`src/sv/hmap_pkg.sv`:
```
// Shared types and constants for the heading min-accel planner.
package hmap_pkg;

  // Time fraction bits (Q16.16 seconds)
  localparam int unsigned TIME_FRAC = 16;

  // Multiplier operand and product widths
  localparam int unsigned MUL_AW = 61;
  localparam int unsigned MUL_BW = 32;
  localparam int unsigned MUL_PW = MUL_AW + MUL_BW;

  // Divider widths: numerator, divisor, quotient
  localparam int unsigned DIV_NW = 52;
  localparam int unsigned DIV_DW = 49;
  localparam int unsigned DIV_QW = DIV_NW + TIME_FRAC;

  // Iteration counts
  localparam int unsigned MUL_STEPS  = MUL_BW;
  localparam int unsigned DIV_STEPS  = DIV_QW;
  localparam int unsigned SQRT_STEPS = 32;
  localparam int unsigned CNT_W      = $clog2(DIV_STEPS);

  // Request kinds
  localparam logic [1:0] REQ_SET   = 2'd0;
  localparam logic [1:0] REQ_TICK  = 2'd1;
  localparam logic [1:0] REQ_NUDGE = 2'd2;

  typedef enum logic [1:0] {
    ALU_MUL,
    ALU_DIV,
    ALU_SQRT
  } alu_op_e;

  typedef enum logic [1:0] {
    SH_NONE,
    SH_TIME,
    SH_TIME_HALF
  } shift_e;

  typedef enum logic [2:0] {
    CAP_TERM,
    CAP_TV,
    CAP_Q1,
    CAP_VEL,
    CAP_SW
  } cap_e;

  typedef struct packed {
    alu_op_e     op;
    shift_e      sh;
    cap_e        cap;
    logic [63:0] a;
    logic [63:0] b;
  } alu_req_t;

  typedef struct packed {
    logic        done;
    logic        neg;
    logic [63:0] mag;
  } alu_rsp_t;

  typedef struct packed {
    logic [1:0]         req_type;
    logic signed [31:0] target_heading;
    logic [31:0]        move_duration;
    logic [31:0]        tick_delta;
    logic signed [31:0] nudge_delta;
  } req_t;

  typedef struct packed {
    logic signed [31:0] heading;
    logic               plan_running;
  } rsp_t;

  // Saturation limit for each cap code
  function automatic logic [63:0] cap_value(cap_e sel);
    logic [63:0] v;
    case (sel)
      CAP_TERM: v = 64'h1000_0000_0000_0000;
      CAP_TV:   v = 64'h0000_4000_0000_0000;
      CAP_Q1:   v = 64'h2000_0000_0000_0000;
      CAP_VEL:  v = 64'h0000_7FFF_FFFF_FFFF;
      CAP_SW:   v = 64'h0000_0100_0000_0000;
      default:  v = 64'h0000_7FFF_FFFF_FFFF;
    endcase
    return v;
  endfunction

endpackage

```
`src/sv/hmap_alu.sv`:
```
// Shared iterative unit: shift-add multiply, restoring divide, integer square root.
module hmap_alu (
  input  logic              clk_i,
  input  logic              rst_ni,
  input  logic              start_i,
  input  hmap_pkg::alu_req_t req_i,
  output hmap_pkg::alu_rsp_t rsp_o
);

  typedef enum logic [2:0] {
    A_IDLE,
    A_MUL,
    A_DIV,
    A_SQRT,
    A_FIN
  } alu_state_e;

  localparam int unsigned PW = hmap_pkg::MUL_PW;
  localparam int unsigned AW = hmap_pkg::MUL_AW;
  localparam int unsigned BW = hmap_pkg::MUL_BW;
  localparam int unsigned NW = hmap_pkg::DIV_NW;
  localparam int unsigned DW = hmap_pkg::DIV_DW;
  localparam int unsigned QW = hmap_pkg::DIV_QW;
  localparam int unsigned CW = hmap_pkg::CNT_W;

  alu_state_e          st_q;
  logic [CW-1:0]       cnt_q;
  hmap_pkg::alu_op_e   op_q;
  hmap_pkg::shift_e    sh_q;
  hmap_pkg::cap_e      cap_q;
  logic                neg_q;
  logic [AW-1:0]       a_q;
  logic [BW-1:0]       b_q;
  logic [PW-1:0]       prod_q;
  logic [NW-1:0]       num_q;
  logic [DW-1:0]       den_q;
  logic [DW-1:0]       rem_q;
  logic [QW-1:0]       quo_q;
  logic [63:0]         sx_q;
  logic [63:0]         sres_q;
  logic [63:0]         sbit_q;
  hmap_pkg::alu_rsp_t  rsp_q;

  logic [63:0]   a_mag;
  logic [63:0]   b_mag;
  logic [PW-1:0] mul_step;
  logic [DW:0]   div_r2;
  logic          div_ge;
  logic [DW:0]   div_sub;
  logic [63:0]   sq_try;
  logic          sq_ge;
  logic [PW-1:0] fin_val;
  logic [63:0]   cap_v;
  logic [63:0]   fin_mag;
  logic          last;

  // Operand magnitudes
  assign a_mag = req_i.a[63] ? (~req_i.a + 64'd1) : req_i.a;
  assign b_mag = req_i.b[63] ? (~req_i.b + 64'd1) : req_i.b;

  // One shift-add step, MSB of the multiplier first
  assign mul_step = {prod_q[PW-2:0], 1'b0} + (b_q[BW-1] ? {{BW{1'b0}}, a_q} : '0);

  // One restoring-divide step
  assign div_r2  = {rem_q, num_q[NW-1]};
  assign div_ge  = div_r2 >= {1'b0, den_q};
  assign div_sub = div_r2 - {1'b0, den_q};

  // One square-root digit
  assign sq_try = sres_q + sbit_q;
  assign sq_ge  = sx_q >= sq_try;

  // Step counter end
  always_comb begin
    case (op_q)
      hmap_pkg::ALU_MUL:  last = cnt_q == CW'(hmap_pkg::MUL_STEPS - 1);
      hmap_pkg::ALU_DIV:  last = cnt_q == CW'(hmap_pkg::DIV_STEPS - 1);
      hmap_pkg::ALU_SQRT: last = cnt_q == CW'(hmap_pkg::SQRT_STEPS - 1);
      default:            last = 1'b1;
    endcase
  end

  // Final scaling and saturation
  always_comb begin
    case (op_q)
      hmap_pkg::ALU_MUL: begin
        case (sh_q)
          hmap_pkg::SH_TIME:      fin_val = prod_q >> hmap_pkg::TIME_FRAC;
          hmap_pkg::SH_TIME_HALF: fin_val = prod_q >> (hmap_pkg::TIME_FRAC + 1);
          default:                fin_val = prod_q;
        endcase
      end
      hmap_pkg::ALU_DIV:  fin_val = PW'(quo_q);
      hmap_pkg::ALU_SQRT: fin_val = PW'(sres_q);
      default:            fin_val = '0;
    endcase
    cap_v   = hmap_pkg::cap_value(cap_q);
    fin_mag = (fin_val > PW'(cap_v)) ? cap_v : fin_val[63:0];
  end

  always_ff @(posedge clk_i or negedge rst_ni) begin
    if (!rst_ni) begin
      st_q   <= A_IDLE;
      cnt_q  <= '0;
      op_q   <= hmap_pkg::ALU_MUL;
      sh_q   <= hmap_pkg::SH_NONE;
      cap_q  <= hmap_pkg::CAP_TERM;
      neg_q  <= 1'b0;
      a_q    <= '0;
      b_q    <= '0;
      prod_q <= '0;
      num_q  <= '0;
      den_q  <= '0;
      rem_q  <= '0;
      quo_q  <= '0;
      sx_q   <= '0;
      sres_q <= '0;
      sbit_q <= '0;
      rsp_q  <= '0;
    end else begin
      rsp_q.done <= (st_q == A_FIN);
      case (st_q)
        A_IDLE: begin
          if (start_i) begin
            op_q  <= req_i.op;
            sh_q  <= req_i.sh;
            cap_q <= req_i.cap;
            cnt_q <= '0;
            case (req_i.op)
              hmap_pkg::ALU_MUL: begin
                a_q    <= a_mag[AW-1:0];
                b_q    <= req_i.b[BW-1:0];
                prod_q <= '0;
                neg_q  <= req_i.a[63];
                st_q   <= A_MUL;
              end
              hmap_pkg::ALU_DIV: begin
                num_q <= a_mag[NW-1:0];
                den_q <= b_mag[DW-1:0];
                rem_q <= '0;
                quo_q <= '0;
                neg_q <= req_i.a[63] ^ req_i.b[63];
                st_q  <= A_DIV;
              end
              hmap_pkg::ALU_SQRT: begin
                sx_q   <= req_i.a;
                sres_q <= '0;
                sbit_q <= 64'h4000_0000_0000_0000;
                neg_q  <= 1'b0;
                st_q   <= A_SQRT;
              end
              default: st_q <= A_IDLE;
            endcase
          end
        end
        A_MUL: begin
          prod_q <= mul_step;
          b_q    <= {b_q[BW-2:0], 1'b0};
          cnt_q  <= cnt_q + 1'b1;
          if (last) st_q <= A_FIN;
        end
        A_DIV: begin
          num_q <= {num_q[NW-2:0], 1'b0};
          if (div_ge) begin
            rem_q <= div_sub[DW-1:0];
            quo_q <= {quo_q[QW-2:0], 1'b1};
          end else begin
            rem_q <= div_r2[DW-1:0];
            quo_q <= {quo_q[QW-2:0], 1'b0};
          end
          cnt_q <= cnt_q + 1'b1;
          if (last) st_q <= A_FIN;
        end
        A_SQRT: begin
          if (sq_ge) begin
            sx_q   <= sx_q - sq_try;
            sres_q <= (sres_q >> 1) + sbit_q;
          end else begin
            sres_q <= sres_q >> 1;
          end
          sbit_q <= sbit_q >> 2;
          cnt_q  <= cnt_q + 1'b1;
          if (last) st_q <= A_FIN;
        end
        A_FIN: begin
          rsp_q.neg  <= neg_q;
          rsp_q.mag  <= fin_mag;
          st_q       <= A_IDLE;
        end
        default: st_q <= A_IDLE;
      endcase
    end
  end

  assign rsp_o = rsp_q;

endmodule

```
`config.mk`:
```
export PLATFORM = sky130hd
export DESIGN_NAME = hmap_alu
export DESIGN_NICKNAME = d
export VERILOG_FILES = /design/src/sv/hmap_pkg.sv /design/src/sv/hmap_alu.sv
export SDC_FILE = /design/constraint.sdc
export NUM_CORES = 2
export LEC_CHECK = 0
export BUFFER_PORTS_ARGS = -buffer_cell sky130_fd_sc_hd__clkbuf_2
export CAP_MARGIN = 20
export CORE_ASPECT_RATIO = 0.75
export CORE_MARGIN = 2
export CORE_UTILIZATION = 45
export DETAILED_ROUTE_END_ITERATION = 8
export GPL_TIMING_DRIVEN = 0
export PLACE_DENSITY = 0.58
export SLEW_MARGIN = 40
export SYNTH_ARGS = -nofsm -noshare
export SYNTH_HDL_FRONTEND = slang
export SYNTH_SLANG_ARGS = --single-unit
```
`constraint.sdc`:
```
create_clock -name clk_i -period 13.6 [get_ports clk_i]
set_input_delay 1.36 -clock clk_i [delete_from_list [all_inputs] [get_ports clk_i]]
set_output_delay 1.36 -clock clk_i [all_outputs]
set_load 0.005 [all_outputs]
```
-- Word-level counts from Yosys, hierarchy flattened
Index checks and enable logic that the tools add are counted.
Widths: inputs -> output; s select.
- bits in registers: 680
- output and inout port bits: 66
- word-level logic and storage cells: 118
- add/subtract/negate cells: 8
- order comparisons: 3
- equal/unequal tests: 21
- multiplexer cells: 43
- bitwise logic cells: 3
- reductions and logical operators: 21
- operators by type and width (kind ; count):
    $mux 64 ; 9
    $pmux 64 s2 ; 3
    $pmux 93 s2 ; 2
    $pmux 93 s3 ; 1
    $pmux 62 s4 ; 1
    $mux 49 ; 4
    $mux 93 ; 2
    $mux 68 ; 2
    $pmux 68 s2 ; 1
    $mux 61 ; 2
    $mux 52 ; 2
    $pmux 52 s2 ; 1
    $pmux 49 s2 ; 1
    $add 93x61->93 ; 1
    $gt 93x64->1 ; 1
    $add 63x64->64 ; 1
    $add 64x64->64 ; 1
    $ge 64x64->1 ; 1
    $mux 32 ; 2
    $pmux 32 s2 ; 1
    $sub 64x64->64 ; 1
    $add 61x1->61 const B ; 1
    $not 61->61 ; 1
    $ge 50x49->1 ; 1
    31 further kinds ; 56

-- Logic depth before layout (Yosys ltp)
- depth in word-level cells: 6
- gate-level depth with buffers: 28
- gate-level depth less buffers: 25

-- Worst setup path after synthesis
No wires, ideal clock.
- kind: flip-flop to flip-flop
- start point: register sres_q[14]
- end point: register sx_q[63]
- library setup time: 0.069 ns
- arrival: 5.343 ns
- required time: 13.531 ns
- path slack: 8.187 ns
- stages on the path, launching flop included: 27
- buffers on the path: 5
- clock period less this slack: 5.413 ns
- cells stage by stage: dfrtp_1 -> ha_1 -> clkbuf_1 -> a31o_2 -> a2111oi_0 -> nor2_1 -> a41oi_1 -> o211ai_1 -> a31o_2 -> a31o_2 -> a31oi_1 -> xor2_1 -> ha_1 -> and3_1 -> clkbuf_1 -> nor2b_1 -> nand2_1 -> nor2_1 -> a211o_1 -> a31oi_1 -> a21o_1 -> o31a_1 -> clkbuf_1 -> clkbuf_1 -> buf_1 -> nand2_1 -> nand3_1
- longest elaborated chain between the ends: 4
- elaborated cells between the ends (all ways): 7
- classes of those cells: add/sub (2); order compare (1); eq/ne (1); mux (2); reduce/logical (1)
- RTL lines (element ; line ; source):
    from (decl) ; hmap_alu.sv:40 ; logic [63:0] sres_q;
    from (signal assigned) ; hmap_alu.sv:177 ; sres_q <= (sres_q >> 1) + sbit_q;
    from (signal assigned) ; hmap_alu.sv:179 ; sres_q <= sres_q >> 1;
    $add 64x64->64 * ; hmap_alu.sv:70 ; assign sq_try = sres_q + sbit_q;
    $sub 64x64->64 / $ge 64x64->1 (equally long branches) ; hmap_alu.sv:176, hmap_alu.sv:71 ;
    $mux 64 / $ne 2x2->1 (equally long branches) ; n/a ;
    $pmux 64 s2 / $reduce_and 4->1 (equally long branches) ; n/a ;
    to (signal assigned) ; hmap_alu.sv:146 ; sx_q <= req_i.a;
    to (signal assigned) ; hmap_alu.sv:176 ; sx_q <= sx_q - sq_try;
    to (decl) ; hmap_alu.sv:39 ; logic [63:0] sx_q;
Mark *: on every way between the ends. The rest lies on a longest branch, timed or not. The select of a mux whose other input is x is not followed.
A chain may end at the register's enable or synchronous reset.

-- Final worst setup path
- start point: register sres_q[2]
- end point: register sx_q[28]
The elaborated chain is that of the path after synthesis.

==> results <==
- The share of total power dissipated in sequential elements is 26.2%.
- The via count of the routed design is around 45k.
- The final routed DRC violation total is 0.
- The remaining global-route overflow is 0.
- For this run, the total global-route usage over all layers was measured as 33.3%.
- The total clock sinks is ~650.
- The count of final setup violators is 0.
- Broken down by cell family, the worst path's largest delay share belongs to compound AO/OA/AOI/OAI gates.
- The most frequent standard cell in the layout excluding fill and tap cells is sky130_fd_sc_hd__nand2_1.
- In this run the critical register-to-register path is launched from sres_q[2]$_DFFE_PN0P_.
- The internal power of the cells is roughly 6.4 mW.
- The worst-case IR drop observed on VDD is 0.000113 V.
- The die covers about 0.11 mm².
- The category of the worst setup path launch point is a flop.
- The total of max-cap violations is 0.
- The register clock-pin slew on the reported worst setup and hold paths is ~0.070 ns.
- The minimum clock period is ~8.2 ns.
- The share of the Yosys chip area taken by registers is around a third.
- The floorplan step set the die height to around 280 µm.
- The average wire length per cell after detail routing is between 20 and 25 µm.
- The critical path goes through ha_1 > a31oi_1 > o21ai_1 > a2111oi_0 > nor2_1 > a41oi_1 > o211ai_1 > a31o_2 > a31o_2 > a211o_1 > a31o_1 > xnor2_1 > ha_1 > nand2_1 > nor2_1 > a211o_1 > a31oi_1 > a21o_1 > o31a_1 > clkbuf_1 > clkbuf_1 > buf_1 > nand2_1 > o21ai_0.
- The filler cells instantiated in the layout total roughly 10k.
- The critical setup path kind is flop to flop.
- The count of synthesis-stage warnings from yosys is 0.
- Entering global routing, the biggest net connects 67 pins.
- The min-delay analysis places its worst path in the category flop to flop.
- Across all hold checks on the routed design, the worst slack comes to between 0.4 and 0.5 ns.
- Counting instances, the worst hold path has a depth of 2.
- The number of gates resized after CTS was 0.
- The design draws 12.8 mW.
- The cell with the largest stage delay on the worst path is sky130_fd_sc_hd__clkbuf_1.
- The run finished with clean final reports.
- In the synthesized netlist the dominant register cell turns out to be sky130_fd_sc_hd__dfrtp_1.
- The met1 routing resource usage after global routing is around 51%.
- The worst setup path is captured at a flop.
- Once detailed placement completed, the half-perimeter wirelength came to 143,000 µm.
- The vias per cell is ~6.1.
- The number of nets with antenna violations after detailed routing is 0.
- For the worst setup path, the data required time is around 14 ns.
- The number of nets in the synthesized netlist is 6,173.
- The final wirelength is approximately 180,000 µm.
- Setup repair after global routing left no endpoint under its margin.
- The total count of hold-check failures in the final report came to 0.
- The ratio of total power to cell area is about 240 mW/mm².
- The met3 track demand over resource is about an eighth.
- Counting cells, the worst reg-to-reg path comes to 24.
- In this run the worst setup path terminates at sx_q[28]$_DFFE_PN0P_.
- The top-level port count is 204.
- The standard-cell row count is just over 100.
- Routability-driven placement finished with a final weighted congestion of between 1 and 1.5.
- Dividing the final minimum period by the clock period gives about three fifths.
- The number of global-route vias before repair is around 42k.
- Synthesis inferred around 650 register bits.
- The startpoint of the most critical setup path is sres_q[2]$_DFFE_PN0P_.
- met1 is the most crowded layer.
- The clock tree synthesis step divided the H-tree into 3 levels.
- The relative max-transition margin is about two fifths.
- The proportion of power drawn by combinational gates is ~57%.
- The number of buffers added by the clock tree synthesis step is 75.
- The slew at the pin with the worst max-slew slack is slightly above 0.9 ns.
- In the layout the commonest cells are 724 x sky130_fd_sc_hd__nand2_1, 648 x sky130_fd_sc_hd__dfrtp_1, 546 x sky130_fd_sc_hd__a21oi_1.
- The largest fanout on the critical path is 10.
- The layout cell share with drive strength beyond 1 is between 7 and 8%.
- In this run the power spent charging and discharging nets is 6.45 mW.
- The clock group share of total power is between 10% and 20%.
- Measured along the x axis, the die boundary spans 377 µm.
- The synthesis-to-layout area growth is 12.1%.
- The arrival time of the worst setup path is about 8.8 ns.
- The number of DRC markers after the initial detailed-route iteration is between 5k and 6k.
- The TritonCTS clock tree is built.
- The largest stage delay on the critical path is 0.72 ns.
- For this run, the share of the core covered by cells in the final layout is 51.0%.
- The endpoint identified for the worst register-to-register timing path is sx_q[28]$_DFFE_PN0P_.
- The setup check on the worst reg-to-reg path leaves a slack of roughly 5.4 ns.
- The floorplan core area is 0.103 mm².
- Setup slack on the critical path of the routed design comes to between 5 and 6 ns.
- After technology mapping, the gate count stands at ~5.7k.
- The pre-antenna-repair detailed-routing pass consisted of 6 iterations.
- The count of flip-flops with a built-in enable after synthesis is 0.
- The number of antenna violations at the first check in global routing was 3.
- The number of max-slew violations in the final report is 0.
- The critical path depth in cells is 24.
- CTS placed an instance of sky130_fd_sc_hd__clkbuf_16 at the clock tree root.
- Buffers added to address setup during post-CTS repair amount to 0.
- The sum of buffers and inverters on the critical path is 3.
- The quantity of hold-fixing buffers added after cts is 0.
- For this design the static power due to leakage is 23.0 nW.
- At the end of the flow, the number of nets in the layout was 6,450.
- For this run, global-route usage on met2 was measured as between 40% and 50%.
- The count of unique library cells instantiated by Yosys is 90.
- The synthesized netlist occupies a cell area of between 0.04 and 0.05 mm².
- The worst clock skew is 0.0321 ns.
- The clock tree buffer depth is 3.
- The effective utilization at floorplan is between 40% and 50%.
- Input and output buffers added on the ports amount to ~190.
- The maximum clock frequency is between 100 and 150 MHz.
- Of the total power, the share spent switching nets is between 50% and 60%.
- The first-pass GRT wire length is 271,000 µm.
- For this run, asynchronously set or reset flops after synthesis account for 100%.
- The worst setup slack after placement is around 5.6 ns.
- For the worst-skew pair, the clock arrives at the later sink with an insertion delay of 0.67 ns.
- The average footprint of a synthesized cell is around 8.2 µm².
-- sequential cells by signal (all words and copies together) (netlist names), 49 cells and up --
signal / flops
prod_q: 93
quo_q: 68
rsp_o: 66
sres_q: 64
sx_q: 64
a_q: 61
num_q: 52
den_q: 49
rem_q: 49
-- logic make-up (layout without fill, tap and decap cells) --
group                    Yosys count  in the layout  share of synthesized area [%]
buffers and inverters            494            830                           4.12
multiplexers                      42             42                          0.901
other                              0              4                              0
AND/OR/NAND/NOR                 1833           1833                           17.9
XOR/XNOR                         412            412                           7.69
flip-flops                       648            648                           34.6
AO/OA/AOI/OAI                   2006           2006                           26.8
adder cells (fa/ha/maj)          300            300                           8.05
-- power by group through the flow --
stage / Sequential [mW] / Clock [mW] / Combinational [mW]
2_1_floorplan: 3.02 / 0 / 4.98
3_3_place_gp: 3.36 / 0 / 6.99
3_5_place_dp: 3.36 / 0 / 7.04
4_1_cts: 3.33 / 2.23 / 7.09
5_1_grt: 3.43 / 2.31 / 8.01
6_report: 3.37 / 2.20 / 7.27
-- metrics by stage --
stage                     cells  area [µm²]   TNS, ns
after floorplan            5735       46900         0
after CTS                  7422       52500         0
final                      7427       52600         0
after global routing       7424       52600         0
after detailed placement   7286       49900         0
after global placement     7274       49600  -3248.39
-- how the worst min path moves through the flow --
| stage | from | end | slack, ns |
|---|---|---|---|
| 2_1_floorplan | neg_q$_DFFE_PN0P_ | rsp_o[64]$_DFFE_PN0P_ | 0.44 |
| 3_3_place_gp | b_q[5]$_DFFE_PN0P_ | b_q[5]$_DFFE_PN0P_ | 0.46 |
| 3_5_place_dp | b_q[3]$_DFFE_PN0P_ | b_q[3]$_DFFE_PN0P_ | 0.47 |
| 4_1_cts | b_q[30]$_DFFE_PN0P_ | b_q[30]$_DFFE_PN0P_ | 0.48 |
| 5_1_grt | num_q[12]$_DFFE_PN0P_ | num_q[12]$_DFFE_PN0P_ | 0.50 |
| 6_report | rsp_o[56]$_DFFE_PN0P_ | rsp_o[56]$_DFFE_PN0P_ | 0.48 |
-- layout make-up --
class                      count  area (µm²)  share of cell area (%)
multi-input combinational   4593       28900                    54.9
sequential                   648       16200                    30.8
clock buffer                  97        2080                    3.96
tap                         1352        1690                    3.21
buffer                       373        1500                    2.84
timing repair buffer         200        1270                    2.42
clock inverter                39         509                   0.968
inverter                     121         455                   0.866
antenna                        4        10.0                  0.0190
-- cells in the mapped netlist, types with 16 or more instances --
library cell | count | area (µm²)
sky130_fd_sc_hd__o211ai_1 | 21 | 158
sky130_fd_sc_hd__nand2b_1 | 30 | 188
sky130_fd_sc_hd__buf_1 | 24 | 90.1
sky130_fd_sc_hd__a21oi_1 | 548 | 2740
sky130_fd_sc_hd__inv_1 | 121 | 454
sky130_fd_sc_hd__o21ai_1 | 72 | 360
sky130_fd_sc_hd__nand4_1 | 86 | 538
sky130_fd_sc_hd__o21ai_0 | 520 | 2600
sky130_fd_sc_hd__a31o_2 | 22 | 193
sky130_fd_sc_hd__a31oi_1 | 96 | 601
sky130_fd_sc_hd__o21bai_1 | 54 | 405
sky130_fd_sc_hd__xor2_1 | 242 | 2120
sky130_fd_sc_hd__nand3_1 | 92 | 460
sky130_fd_sc_hd__a22o_1 | 134 | 1170
sky130_fd_sc_hd__nor2_1 | 525 | 1970
sky130_fd_sc_hd__ha_1 | 297 | 3720
sky130_fd_sc_hd__nor4_1 | 24 | 150
sky130_fd_sc_hd__clkbuf_1 | 330 | 1240
sky130_fd_sc_hd__or3_1 | 30 | 188
sky130_fd_sc_hd__a21o_1 | 112 | 841
sky130_fd_sc_hd__a211o_1 | 16 | 140
sky130_fd_sc_hd__nand2_1 | 724 | 2720
sky130_fd_sc_hd__and3_1 | 41 | 257
sky130_fd_sc_hd__dfrtp_1 | 648 | 16200
sky130_fd_sc_hd__a221oi_1 | 22 | 193
sky130_fd_sc_hd__o41ai_1 | 22 | 193
sky130_fd_sc_hd__nor2b_1 | 51 | 319
sky130_fd_sc_hd__mux2i_1 | 40 | 400
sky130_fd_sc_hd__a211oi_1 | 20 | 150
sky130_fd_sc_hd__o31ai_1 | 58 | 435
sky130_fd_sc_hd__xnor2_1 | 170 | 1490
sky130_fd_sc_hd__o31a_1 | 19 | 166
sky130_fd_sc_hd__and2_1 | 90 | 563
sky130_fd_sc_hd__or4_1 | 17 | 128
sky130_fd_sc_hd__nor3_1 | 58 | 290
sky130_fd_sc_hd__a22oi_1 | 107 | 803
sky130_fd_sc_hd__o21a_1 | 44 | 330
-- routing by layer --
layer | up-vias | share of wire [%] | wire, µm
met5 | - | 0 | 0
met3 | 208 | 12 | 22100
li1 | 21257 | - | -
met1 | 22063 | 47 | 85600
met2 | 1863 | 38 | 69100
met4 | 0 | 2.4 | 4310
-- worst min-delay path, delay by kind of cell (launching register included) --
kind | cells | cell delay (ns)
AOI/OAI and AO/OA | 1 | 0.06
DFF | 1 | 0.34
and+or+nand+nor | 1 | 0.04
(Power assumes the default switching activity.)
